==> src/hdl/websocket_accept_key_sha1_top_macros.svh <==
// Assertion helpers used by wak_back
`ifndef WEBSOCKET_ACCEPT_KEY_SHA1_TOP_MACROS_SVH
`define WEBSOCKET_ACCEPT_KEY_SHA1_TOP_MACROS_SVH
`ifndef SYNTHESIS
`define WAK_ASSERT_IMP(label, clk, rst, a, c) \
  label: assert property (@(posedge clk) disable iff (rst) (a) |-> (c)) \
    else $error("assertion failed");
`define WAK_ASSERT_NXT(label, clk, rst, a, c) \
  label: assert property (@(posedge clk) disable iff (rst) (a) |=> (c)) \
    else $error("assertion failed");
`else
`define WAK_ASSERT_IMP(label, clk, rst, a, c)
`define WAK_ASSERT_NXT(label, clk, rst, a, c)
`endif
`endif

==> src/hdl/wak_pkg.sv <==
package wak_pkg;

  localparam int unsigned GUID_LEN = 36;
  localparam int unsigned CHAR_CNT = 28;

  // queue entry from front to back: a message byte and its end mark
  typedef struct packed {
    logic [7:0] data;
    logic       last;
  } wak_word_t;

  typedef enum logic [6:0] {
    ST_IDLE  = 7'b0000001,
    ST_GUID  = 7'b0000010,
    ST_PAD   = 7'b0000100,
    ST_LEN   = 7'b0001000,
    ST_ROUND = 7'b0010000,
    ST_FOLD  = 7'b0100000,
    ST_OUT   = 7'b1000000
  } wak_state_t;

  function automatic logic [7:0] guid_byte(input logic [5:0] idx);
    logic [8*GUID_LEN-1:0] s;
    s = "258EAFA5-E914-47DA-95CA-C5AB0DC85B11";
    return s[8*(GUID_LEN-1-idx) +: 8];
  endfunction

  function automatic logic [6:0] b64_char(input logic [5:0] v);
    logic [7:0] c;
    if (v < 6'd26) c = 8'd65 + {2'b00, v};
    else if (v < 6'd52) c = 8'd71 + {2'b00, v};
    else if (v < 6'd62) c = {2'b00, v} - 8'd4;
    else if (v == 6'd62) c = 8'd43;
    else c = 8'd47;
    return c[6:0];
  endfunction

  function automatic logic [31:0] rol(input logic [31:0] x, input int unsigned r);
    return (x << r) | (x >> (32 - r));
  endfunction

endpackage

==> src/hdl/wak_front.sv <==
// Accept key bytes and push them into a two-entry queue.
module wak_front (
  input  logic                clk,
  input  logic                rst,
  input  logic                in_valid,
  output logic                in_ready,
  input  logic [7:0]          in_data,
  input  logic                in_last,
  output logic                q_valid,
  input  logic                q_ready,
  output wak_pkg::wak_word_t  q_word
);
  wak_pkg::wak_word_t mem [2];
  logic       wr_ptr;
  logic       rd_ptr;
  logic [1:0] count;

  assign in_ready = (count != 2'd2);
  assign q_valid  = (count != 2'd0);
  assign q_word   = mem[rd_ptr];

  always_ff @(posedge clk) begin
    if (in_valid && in_ready) begin
      mem[wr_ptr] <= '{data: in_data, last: in_last};
    end
  end

  always_ff @(posedge clk) begin
    if (rst) begin
      wr_ptr <= 1'b0;
      rd_ptr <= 1'b0;
      count  <= 2'd0;
    end else begin
      if (in_valid && in_ready) wr_ptr <= ~wr_ptr;
      if (q_valid && q_ready) rd_ptr <= ~rd_ptr;
      count <= count + {1'b0, in_valid && in_ready} - {1'b0, q_valid && q_ready};
    end
  end
endmodule

==> src/hdl/wak_back.sv <==
`include "websocket_accept_key_sha1_top_macros.svh"
// Hash engine: buffer the block, run one round a cycle, then emit base64.
module wak_back (
  input  logic                clk,
  input  logic                rst,
  input  logic                q_valid,
  output logic                q_ready,
  input  wak_pkg::wak_word_t  q_word,
  output logic                out_valid,
  input  logic                out_ready,
  output logic [6:0]          out_char,
  output logic                out_last
);
  wak_pkg::wak_state_t state;
  wak_pkg::wak_state_t resume;
  logic [31:0] w [16];
  logic [31:0] h [5];
  logic [31:0] a, b, c, d, e;
  logic [5:0]  fill;
  logic [63:0] total;
  logic [6:0]  rnd;
  logic [5:0]  idx;
  logic        final_blk;
  logic [167:0] dig;
  logic [4:0]  ocnt;

  logic        take;
  logic [7:0]  in_b;
  logic        ab;
  logic [31:0] f, k, t, wn, wcur;

  assign q_ready = (state == wak_pkg::ST_IDLE);

  always_comb begin
    ab   = 1'b0;
    in_b = 8'h00;
    unique case (state)
      wak_pkg::ST_IDLE: begin ab = q_valid; in_b = q_word.data; end
      wak_pkg::ST_GUID: begin ab = 1'b1; in_b = wak_pkg::guid_byte(idx); end
      wak_pkg::ST_PAD:  begin ab = 1'b1; in_b = (idx == 6'd0) ? 8'h80 : 8'h00; end
      wak_pkg::ST_LEN:  begin
        ab = 1'b1;
        in_b = 8'(({total[60:0], 3'b000}) >> (8 * (7 - idx[2:0])));
      end
      default: begin ab = 1'b0; in_b = 8'h00; end
    endcase
    take = ab && (fill == 6'd63);
  end

  always_comb begin
    wcur = w[0];
    wn   = wak_pkg::rol(w[13] ^ w[8] ^ w[2] ^ w[0], 1);
    if (rnd < 7'd20) begin f = (b & c) | (~b & d); k = 32'h5A827999; end
    else if (rnd < 7'd40) begin f = b ^ c ^ d; k = 32'h6ED9EBA1; end
    else if (rnd < 7'd60) begin f = (b & c) | (b & d) | (c & d); k = 32'h8F1BBCDC; end
    else begin f = b ^ c ^ d; k = 32'hCA62C1D6; end
    t = wak_pkg::rol(a, 5) + f + e + k + wcur;
  end

  assign out_valid = (state == wak_pkg::ST_OUT);
  assign out_char  = (ocnt == 5'd27) ? 7'd61 : wak_pkg::b64_char(dig[167:162]);
  assign out_last  = (ocnt == 5'd27);

  always_ff @(posedge clk) begin
    if (ab) begin
      w[fill[5:2]][8*(3-fill[1:0]) +: 8] <= in_b;
    end else if (state == wak_pkg::ST_ROUND) begin
      for (int i = 0; i < 15; i++) w[i] <= w[i+1];
      w[15] <= wn;
    end
    if (state == wak_pkg::ST_ROUND) begin
      a <= t; b <= a; c <= wak_pkg::rol(b, 30); d <= c; e <= d;
    end else begin
      a <= h[0]; b <= h[1]; c <= h[2]; d <= h[3]; e <= h[4];
    end
    if (state == wak_pkg::ST_FOLD) begin
      dig <= {h[0] + a, h[1] + b, h[2] + c, h[3] + d, h[4] + e, 8'h00};
    end else if (out_valid && out_ready) begin
      dig <= {dig[161:0], 6'd0};
    end
  end

  always_ff @(posedge clk) begin
    if (rst) begin
      state <= wak_pkg::ST_IDLE;
      resume <= wak_pkg::ST_IDLE;
      h <= '{32'h67452301, 32'hEFCDAB89, 32'h98BADCFE, 32'h10325476, 32'hC3D2E1F0};
      fill <= 6'd0; total <= 64'd0; rnd <= 7'd0; idx <= 6'd0;
      final_blk <= 1'b0; ocnt <= 5'd0;
    end else begin
      if (ab) fill <= fill + 6'd1;
      if (ab && (state == wak_pkg::ST_IDLE || state == wak_pkg::ST_GUID))
        total <= total + 64'd1;
      unique case (state)
        wak_pkg::ST_IDLE: begin
          idx <= 6'd0;
          if (take) begin
            state <= wak_pkg::ST_ROUND; rnd <= 7'd0;
            final_blk <= 1'b0;
            // resume into GUID after block if this was the last key byte, else into IDLE
            if (q_word.last) resume <= wak_pkg::ST_GUID;
            else resume <= wak_pkg::ST_IDLE;
          end else if (q_valid && q_word.last) state <= wak_pkg::ST_GUID;
        end
        wak_pkg::ST_GUID: begin
          idx <= idx + 6'd1;
          if (idx == 6'(wak_pkg::GUID_LEN - 1)) begin
            idx <= 6'd0;
            if (take) begin
              state <= wak_pkg::ST_ROUND; rnd <= 7'd0; resume <= wak_pkg::ST_PAD;
            end else state <= wak_pkg::ST_PAD;
          end else if (take) begin
            state <= wak_pkg::ST_ROUND; rnd <= 7'd0; resume <= wak_pkg::ST_GUID;
          end
        end
        wak_pkg::ST_PAD: begin
          idx <= idx + 6'd1;
          if (take) begin
            state <= wak_pkg::ST_ROUND; rnd <= 7'd0; resume <= wak_pkg::ST_PAD;
          end
          else if (fill == 6'd55) begin state <= wak_pkg::ST_LEN; idx <= 6'd0; end
        end
        wak_pkg::ST_LEN: begin
          idx <= idx + 6'd1;
          if (take) begin state <= wak_pkg::ST_ROUND; rnd <= 7'd0; final_blk <= 1'b1; end
        end
        wak_pkg::ST_ROUND: begin
          rnd <= rnd + 7'd1;
          if (rnd == 7'd79) state <= wak_pkg::ST_FOLD;
        end
        wak_pkg::ST_FOLD: begin
          h[0] <= h[0] + a; h[1] <= h[1] + b; h[2] <= h[2] + c;
          h[3] <= h[3] + d; h[4] <= h[4] + e;
          if (final_blk) begin
            state <= wak_pkg::ST_OUT; ocnt <= 5'd0;
          end else begin
            state <= resume;
          end
        end
        wak_pkg::ST_OUT: begin
          if (out_ready) begin
            ocnt <= ocnt + 5'd1;
            if (ocnt == 5'd27) begin
              state <= wak_pkg::ST_IDLE;
              h <= '{32'h67452301, 32'hEFCDAB89, 32'h98BADCFE, 32'h10325476,
                     32'hC3D2E1F0};
              fill <= 6'd0; total <= 64'd0; final_blk <= 1'b0;
            end
          end
        end
        default: state <= wak_pkg::ST_IDLE;
      endcase
    end
  end

  `WAK_ASSERT_IMP(a_out_idle, clk, rst, out_valid, !q_ready)
  `WAK_ASSERT_NXT(a_rnd_fold, clk, rst,
    (state == wak_pkg::ST_ROUND) && (rnd == 7'd79), state == wak_pkg::ST_FOLD)
  `WAK_ASSERT_IMP(a_last_eq, clk, rst, out_valid && out_last, out_char == 7'd61)
endmodule

==> src/hdl/websocket_accept_key_sha1_top.sv <==
// Flow: a non-final key byte fills the block buffer; a full block is compressed
// (80 rounds plus a fold) before more bytes are taken. Final byte: GUID and padding
// at one byte a cycle between blocks, then 28 characters at one per ready cycle.
// Throughput: one key at a time; a new key starts after the last character.
// Reset (rst, synchronous): chaining words, fill count and byte total return
// to the SHA-1 initial state; the queue empties.
module websocket_accept_key_sha1_top (
  input  logic       clk,
  input  logic       rst,
  input  logic       s_axis_tvalid,
  output logic       s_axis_tready,
  input  logic [7:0] s_axis_tdata,   // [7:0] key_byte
  input  logic       s_axis_tlast,   // key_last
  output logic       m_axis_tvalid,
  input  logic       m_axis_tready,
  output logic [7:0] m_axis_tdata,   // [6:0] accept_char, [7] zero
  output logic       m_axis_tlast    // accept_last
);
  logic               q_valid;
  logic               q_ready;
  wak_pkg::wak_word_t q_word;
  logic [6:0]         ch;

  wak_front u_front (
    .clk(clk), .rst(rst),
    .in_valid(s_axis_tvalid), .in_ready(s_axis_tready),
    .in_data(s_axis_tdata), .in_last(s_axis_tlast),
    .q_valid(q_valid), .q_ready(q_ready), .q_word(q_word)
  );

  wak_back u_back (
    .clk(clk), .rst(rst),
    .q_valid(q_valid), .q_ready(q_ready), .q_word(q_word),
    .out_valid(m_axis_tvalid), .out_ready(m_axis_tready),
    .out_char(ch), .out_last(m_axis_tlast)
  );

  assign m_axis_tdata = {1'b0, ch};
endmodule

==> config.mk <==
export PLATFORM = sky130hd
export DESIGN_NAME = websocket_accept_key_sha1_top
export DESIGN_NICKNAME = d
export VERILOG_FILES = /design/src/hdl/wak_pkg.sv /design/src/hdl/wak_front.sv /design/src/hdl/wak_back.sv /design/src/hdl/websocket_accept_key_sha1_top.sv
export VERILOG_INCLUDE_DIRS = /design/src /design/src/hdl
export SDC_FILE = /design/constraint.sdc
export NUM_CORES = 2
export LEC_CHECK = 0
export ABC_AREA = 0
export BUFFER_PORTS_ARGS = -buffer_cell sky130_fd_sc_hd__buf_2
export CAP_MARGIN = 20
export CORE_ASPECT_RATIO = 0.9
export CORE_MARGIN = 2
export CORE_UTILIZATION = 57
export DETAILED_ROUTE_END_ITERATION = 16
export HOLD_SLACK_MARGIN = 0.06
export PLACE_DENSITY = 0.86
export SETUP_SLACK_MARGIN = 0.4
export SYNTH_ARGS = -nofsm -noshare
export SYNTH_HDL_FRONTEND = slang
export SYNTH_SLANG_ARGS = --single-unit
==> constraint.sdc <==
create_clock -name clk -period 6.29 [get_ports clk]
set_clock_uncertainty 0.05 [all_clocks]
set_input_delay 1.258 -clock clk [delete_from_list [all_inputs] [get_ports clk]]
set_output_delay 1.258 -clock clk [all_outputs]
set_load 0.03 [all_outputs]
# Word-level counts from Yosys, hierarchy flattened
# Memories as Yosys holds them, arrays and structs flattened. A register that Yosys moved wholly into a read port is not among the register bits.
# Index checks and enable logic that the tools add are counted.
[word_totals] ff_bits=587 ram_bits=530 input_bits=13 out_inout_bits=11 wordCells=199 mem_count=2
[op_classes] addsub=23 n_lt_le_gt_ge=6 n_eq_ne=24 n_shift=4 mux=76 n_bitwise=18 n_reduce_logical=24
[memory_table] name="u_back.w" words=16 width=32 rd=16 rd_clocked_by_memory_dff=0 wr=16 line="wak_back.sv:16" source="logic [31:0] w [16];"
[memory_table] name="u_front.mem" words=2 width=9 rd=1 rd_clocked_by_memory_dff=1 wr=1 line="wak_front.sv:13" source="wak_pkg::wak_word_t mem [2];"
[ops] op="2-to-1 mux 32 bit" n=13
[ops] op="2-to-1 mux 168 bit" n=2
[ops] op="2-to-1 mux 160 bit" n=2
[ops] op="case mux 160 bit (2 select lines)" n=1
[ops] op="adder 32 bit" n=9
[ops] op="indexed part select 288 x 33 -> 8 bit, first input constant" n=1
[ops] op="2-to-1 mux 64 bit" n=4
[ops] op="XOR 32 bit" n=5
[ops] op="2-to-1 mux 7 bit" n=19
[ops] op="AND 32 bit" n=4
[ops] op="OR 32 bit" n=3
[ops] op="adder 64 x 1 -> 64 bit, second input constant" n=1
[ops] op=">> shifter 64 x 32 -> 8 bit" n=1
[ops] op="case mux 7 bit (7 select lines)" n=1
[ops] op="2-to-1 mux 6 bit" n=7
[ops] op="negation 32 -> 34 bit" n=1
[ops] op="variable shift 8 x 34 -> 32 bit, first input constant" n=1
[ops] op="indexed part select 8 x 34 -> 32 bit" n=1
[ops] op="NOT 32 bit" n=1
[ops] op="OR 32 x 1 -> 32 bit" n=1
[ops] op="OR 32 x 30 -> 32 bit" n=1
[ops] op="OR 32 x 5 -> 32 bit" n=1
[ops] op="case mux 8 bit (4 select lines)" n=1
[ops] op="OR reduction 32 bit" n=1
[ops] op="52 further kinds" n=93

# Logic depth before layout (Yosys ltp)
[depth] ltp_word=11 depth_mapped=26 mapped_depth_nobuf=24

# By module
# Synthesis repeated with hierarchy kept, for this count alone.
[unflattened] cells_unflattened=5563 hier_area_um2=57636.5
[by_module_without_submodules] module="wak_back" n_inst=1 cells_each=5509 area_per_inst_um2=56740.7 seq_area_each_um2=28587.4
[by_module_without_submodules] module="wak_front" n_inst=1 cells_each=52 area_per_inst_um2=884.6 seq_area_each_um2=640.6
[by_module_without_submodules] module="websocket_accept_key_sha1_top" n_inst=1 cells_each=2 area_per_inst_um2=11.3 seq_area_each_um2=0.0

# Least setup slack after synthesis
# OpenSTA, ideal clock, no wires.
[synth_path] path_kind="flip-flop to flip-flop" startpoint="reg u_back.state[1]" endpoint="reg u_back.dig[100], enable pin" arrival_ns=5.267 required_time_ns=5.714 slack_ns=0.447 stages_incl_launch_ff=6 n_path_buf=1 synth_period_minus_slack_ns=5.843 cell_sequence="dfxtp_1 clkbuf_1 or4_1 nor4b_4 nand2_1 nand2_1"
[synth_via] elab_chain_cells=3 elab_cells_between_ends=4
[synth_lines] element="start, declared" line="wak_back.sv:14" source="wak_pkg::wak_state_t state;"
[synth_lines] element="start signal, assigned" line="wak_back.sv:85" source="state <= wak_pkg::ST_IDLE;"
[synth_lines] element="start signal, assigned" line="wak_back.sv:103" source="end else if (q_valid && q_word.last) state <= wak_pkg::ST_GUID;"
[synth_lines] element="start signal, assigned" line="wak_back.sv:111" source="end else state <= wak_pkg::ST_PAD;"
[synth_lines] element="== test 7 bit" line="wak_back.sv:60" source="assign out_valid = (state == wak_pkg::ST_OUT);"
[synth_lines] element="named net m_axis_tvalid" line="websocket_accept_key_sha1_top.sv:14" source="output logic m_axis_tvalid,"
[synth_lines] element="logical AND 1 bit" line="wak_back.sv:78" source="end else if (out_valid && out_ready) begin"
[synth_lines] element="nonzero test 2 bit (no source line)"
[synth_lines] element="end signal, assigned" line="wak_back.sv:77" source="dig <= {h[0] + a, h[1] + b, h[2] + c, h[3] + d, h[4] + e, 8'h00};"
[synth_lines] element="end signal, assigned" line="wak_back.sv:79" source="dig <= {dig[161:0], 6'd0};"
[synth_lines] element="end, declared" line="wak_back.sv:24" source="logic [167:0] dig;"
# The timed path passes the listed nets, and every way through them passes these cells.
# A chain may end at the register's enable or synchronous reset.

# Final worst setup path
[layout_path] startpoint="reg u_back.rnd[4]" endpoint="reg u_back.a[31]"
[layout_via] elab_chain_cells=9 elab_cells_between_ends=14
[layout_lines] element="start, declared" line="wak_back.sv:21" source="logic [6:0] rnd;"
[layout_lines] element="start signal, assigned" line="wak_back.sv:128" source="rnd <= rnd + 7'd1;"
[layout_lines] element="less-than comparator 7 x 6 -> 1 bit" line="wak_back.sv:55" source="else if (rnd < 7'd60) begin f = (b & c) | (b & d) | (c & d); k = 32'h8F1BBCDC; end"
[layout_lines] element="2-to-1 mux 32 bit" line="wak_back.sv:55"
[layout_lines] element="2-to-1 mux 32 bit" line="wak_back.sv:54" source="else if (rnd < 7'd40) begin f = b ^ c ^ d; k = 32'h6ED9EBA1; end"
[layout_lines] element="2-to-1 mux 32 bit" line="wak_back.sv:53" source="if (rnd < 7'd20) begin f = (b & c) | (~b & d); k = 32'h5A827999; end"
[layout_lines] element="adder 32 bit (2 in series)" line="wak_back.sv:57" source="t = wak_pkg::rol(a, 5) + f + e + k + wcur;"
[layout_lines] element="adder 32 bit * (2 in series)" line="wak_back.sv:57"
[layout_lines] element="2-to-1 mux 32 bit *" line="wak_back.sv:71" source="if (state == wak_pkg::ST_ROUND) begin"
[layout_lines] element="end signal, assigned" line="wak_back.sv:74" source="a <= h[0]; b <= h[1]; c <= h[2]; d <= h[3]; e <= h[4];"
[layout_lines] element="end, declared" line="wak_back.sv:18" source="logic [31:0] a, b, c, d, e;"
# Every way passes the cells marked *; elsewhere a longest branch is shown, timed or not.

==> metrics <==
H-tree Lvls 3; Netlist cell types 99; die height 305 um; First-pass DRT Iterations 6; total gr overflow 0; Post-synth EDFFs 690; Mapped Nets 5,859; placed wire-length estimate 111 mm; Least-Margin Pin Slew 1150 ps; Core Util, Final 62.6%; Final nets 5,838; total track usage 30.0%; Worst VDD drop 0.289 mV; xor/xnor share of the synthesized area 5.17%; hold depth 2; CP Capture Type flip-flop; CP Class flip-flop to flip-flop; Area after DPL 59,000 um2; CP max stage delay 570 ps; Period minus WS final 5580 ps; Adder-Cell Fraction of Synth Area 8.96%; asr flop ratio synth 0%; Area contributors post-synth edfxtp_1, dfxtp_1, a21o_1; Port Buffers 22; sequential share of the synthesized area 50.9%; status complete, no violations; Final WS setup 705 ps; largest family of logic cells by synthesized area compound AO/OA/AOI/OAI gates; slowest stage cell, crit path a221oi_1; max-cap violations 0; post-route ant nets 0; crit path DAT 6120 ps; Cell Rows 110; PD cells 272 nW/um2; share of Yosys cell area claimed by the top area cell type 36.1%; CP Max Fanout 20; Routed WL per cell 22.9 um; Pins Over Slew Limit 0; fmax 0.179 GHz; synthesized area per cell 10.4 um2; Worst-path clk slew 70 ps; initial antenna violation count 0; Yosys warning count 0; GP Congestion 1.01; share of cells above drive strength 1 7.39%; dominant cell type by area after synthesis edfxtp_1; RSZ-0062 raised after global routing false; first-pass GRT wire length 242 mm; Hold Crit Class flip-flop to flip-flop; Mapped Cells 5,507; Yosys reg bits 1,115; final setup TNS 0 ps; clock latency on the worst-skew pair 710 ps; number of DRC markers in iteration 0 5,333; dpl ws 246 ps; Initial Utilization 57.5%; max_slew headroom 23.4%; LEAKAGE 0.0280 uW; routed wire length 159 mm; area grow syn2layout 8.94%; Core Area 99,900 um2; # diodes 0; cell area after layout 62,600 um2; multiplexer share of the synthesized area 1.86%; number of setup violations in the final report 0; Die X 339 um; vias in the first global route 41,400; final hold slack 402 ps; die area 103,000 um2; post-synthesis compound-gate area fraction 17.3%; Critical Path Start Type flip-flop; largest net degree at the start of global routing 253; CTS Root Cell clkbuf_16; Final Cycle Share 88.8%; vias per cell 6.28; dominant synthesized flop cell edfxtp_1; cell with the most instances on the worst path fa_1; clk sinks 1,115; CP Data Required Time 6820 ps; clk buf depth 3; total vias in the final route 43,400; mapped cell area 57,400 um2; CTS tree done; I/O pin count 24; simple-gate portion of the synthesized area 12.5%; CTS Buf Count 104; post-route DRC violation count 0; Final Hold Fails 0; Cell Chain, Critical Path a41oi_2, nand2_1, inv_1, buf_4, a221oi_1, fa_1, fa_1, fa_1, inv_1, ha_1, inv_1, fa_1, nand2b_1, a21boi_0, o21ai_1, a21oi_2, o211ai_1, a21oi_2, o21bai_1, a21oi_1, o21ai_0, a32o_1; R2R cell count 22
==> per-stage QoR <==
step	total power, uW	instances
after global placement	10700	6685
final	17000	6920
after floorplan	10100	5507
after CTS	17000	6903
after global routing	17500	6920
after detailed placement	10800	6707
==> what timing repair did <==
action	CTS	global route
endpoints found under the setup margin	5	10
pin swaps	0	2
hold buffers	0	0
gates resized for setup	3	12
buffers inserted	0	2
==> final timing paths <==
kind / startpoint / endpoint / slack, ps
setup reg to reg: u_back.rnd[4] / u_back.a[31] / 710
hold reg to reg: u_back.resume[3] / u_back.state[3] / 400
setup / recovery: u_back.rnd[4] / u_back.a[31] / 710
hold / removal: u_back.resume[3] / u_back.state[3] / 400
==> worst max-delay path: cells and delay by family (launching register included) <==
family                     cells  cell delay (ps)
AOI/OAI and AO/OA             11             2440
adders and majority gates      5             1740
buffers and inverters          4              450
DFF                            1              410
and+or+nand+nor                2              340
==> synthesized netlist by cell type, drive strengths merged, types with 42 or more instances <==
cell and n:
ha 220, nor2 319, o22ai 76, nand3 81
edfxtp 690, clkbuf 215, dfxtp 425, nand2b 73
o21ai 278, a21oi 265, mux2i 47, xnor2 222
nand2 937, inv 236, nor3 42, fa 119
buf 51, a21o 560, xor2 117
==> sequential cells by signal (all words and copies together), names as in the netlist, 32 cells and up, named ones only <==
register	cells
u_back.total	61
u_back.h	160
u_back.d	32
u_back.dig	160
u_back.e	32
u_back.c	32
u_back.a	32
u_back.w	512
u_back.b	32
==> per-layer routing <==
metal	up-vias	wire length [um]	track usage, %
li1	19400	-	-
met1	21000	61400	40.1
met2	2494	72400	47.5
met3	470	15900	5.15
met4	0	9040	15.2
met5	-	0	0
==> logic make-up after synthesis <==
kind of cell	Yosys count
and+or+nand+nor	1644
AOI/OAI and AO/OA	1478
DFF	1115
buffers and inverters	503
adders and majority gates	340
xor gates and xnor gates	339
muxes	87
other	1
==> power breakdown <==
group	internal [uW]	switching (uW)	leakage [uW]
sequential	8080	94.6	0.00942
combinational	1020	1520	0.0169
clock	3420	2870	0.00163
total	12500	4490	0.0280
==> area by class of cell <==
class                      instances  area [um2]
tap                             1344        1680
sequential                      1115       29200
inverter                         237         892
timing repair buffer             139        1020
fill                            7582       37300
clock buffer                     142        2910
clock inverter                    54         453
multi-input combinational       3889       26400
==> placed cells by master (no fill, tap or decap), types with 22 or more instances in the layout <==
cell type  synthesis  layout
a22o_1            25      25
clkbuf_16          0     106
a21oi_1          264     261
o21ai_0          271     267
o22a_1            22      22
nor2b_1           40      40
nand2_1          935     933
xnor2_1          222     222
o21bai_1          29      29
edfxtp_1         690     690
buf_2             39      38
mux2i_1           47      47
inv_1            235     235
nor3_1            39      39
o22ai_1           76      76
a31oi_1           22      22
xor2_1           117     117
clkbuf_1         215      24
nand2b_1          73      72
nand4_1           37      37
nand3_1           80      78
buf_4              1      90
ha_1             220     220
mux2_2            27      27
nor2_1           309     306
or3_1             32      32
fa_1             119     119
a21o_1           560     560
dfxtp_1          425     421
o21a_1            39      39
No activity file was read; power rests on OpenSTA's default activity.
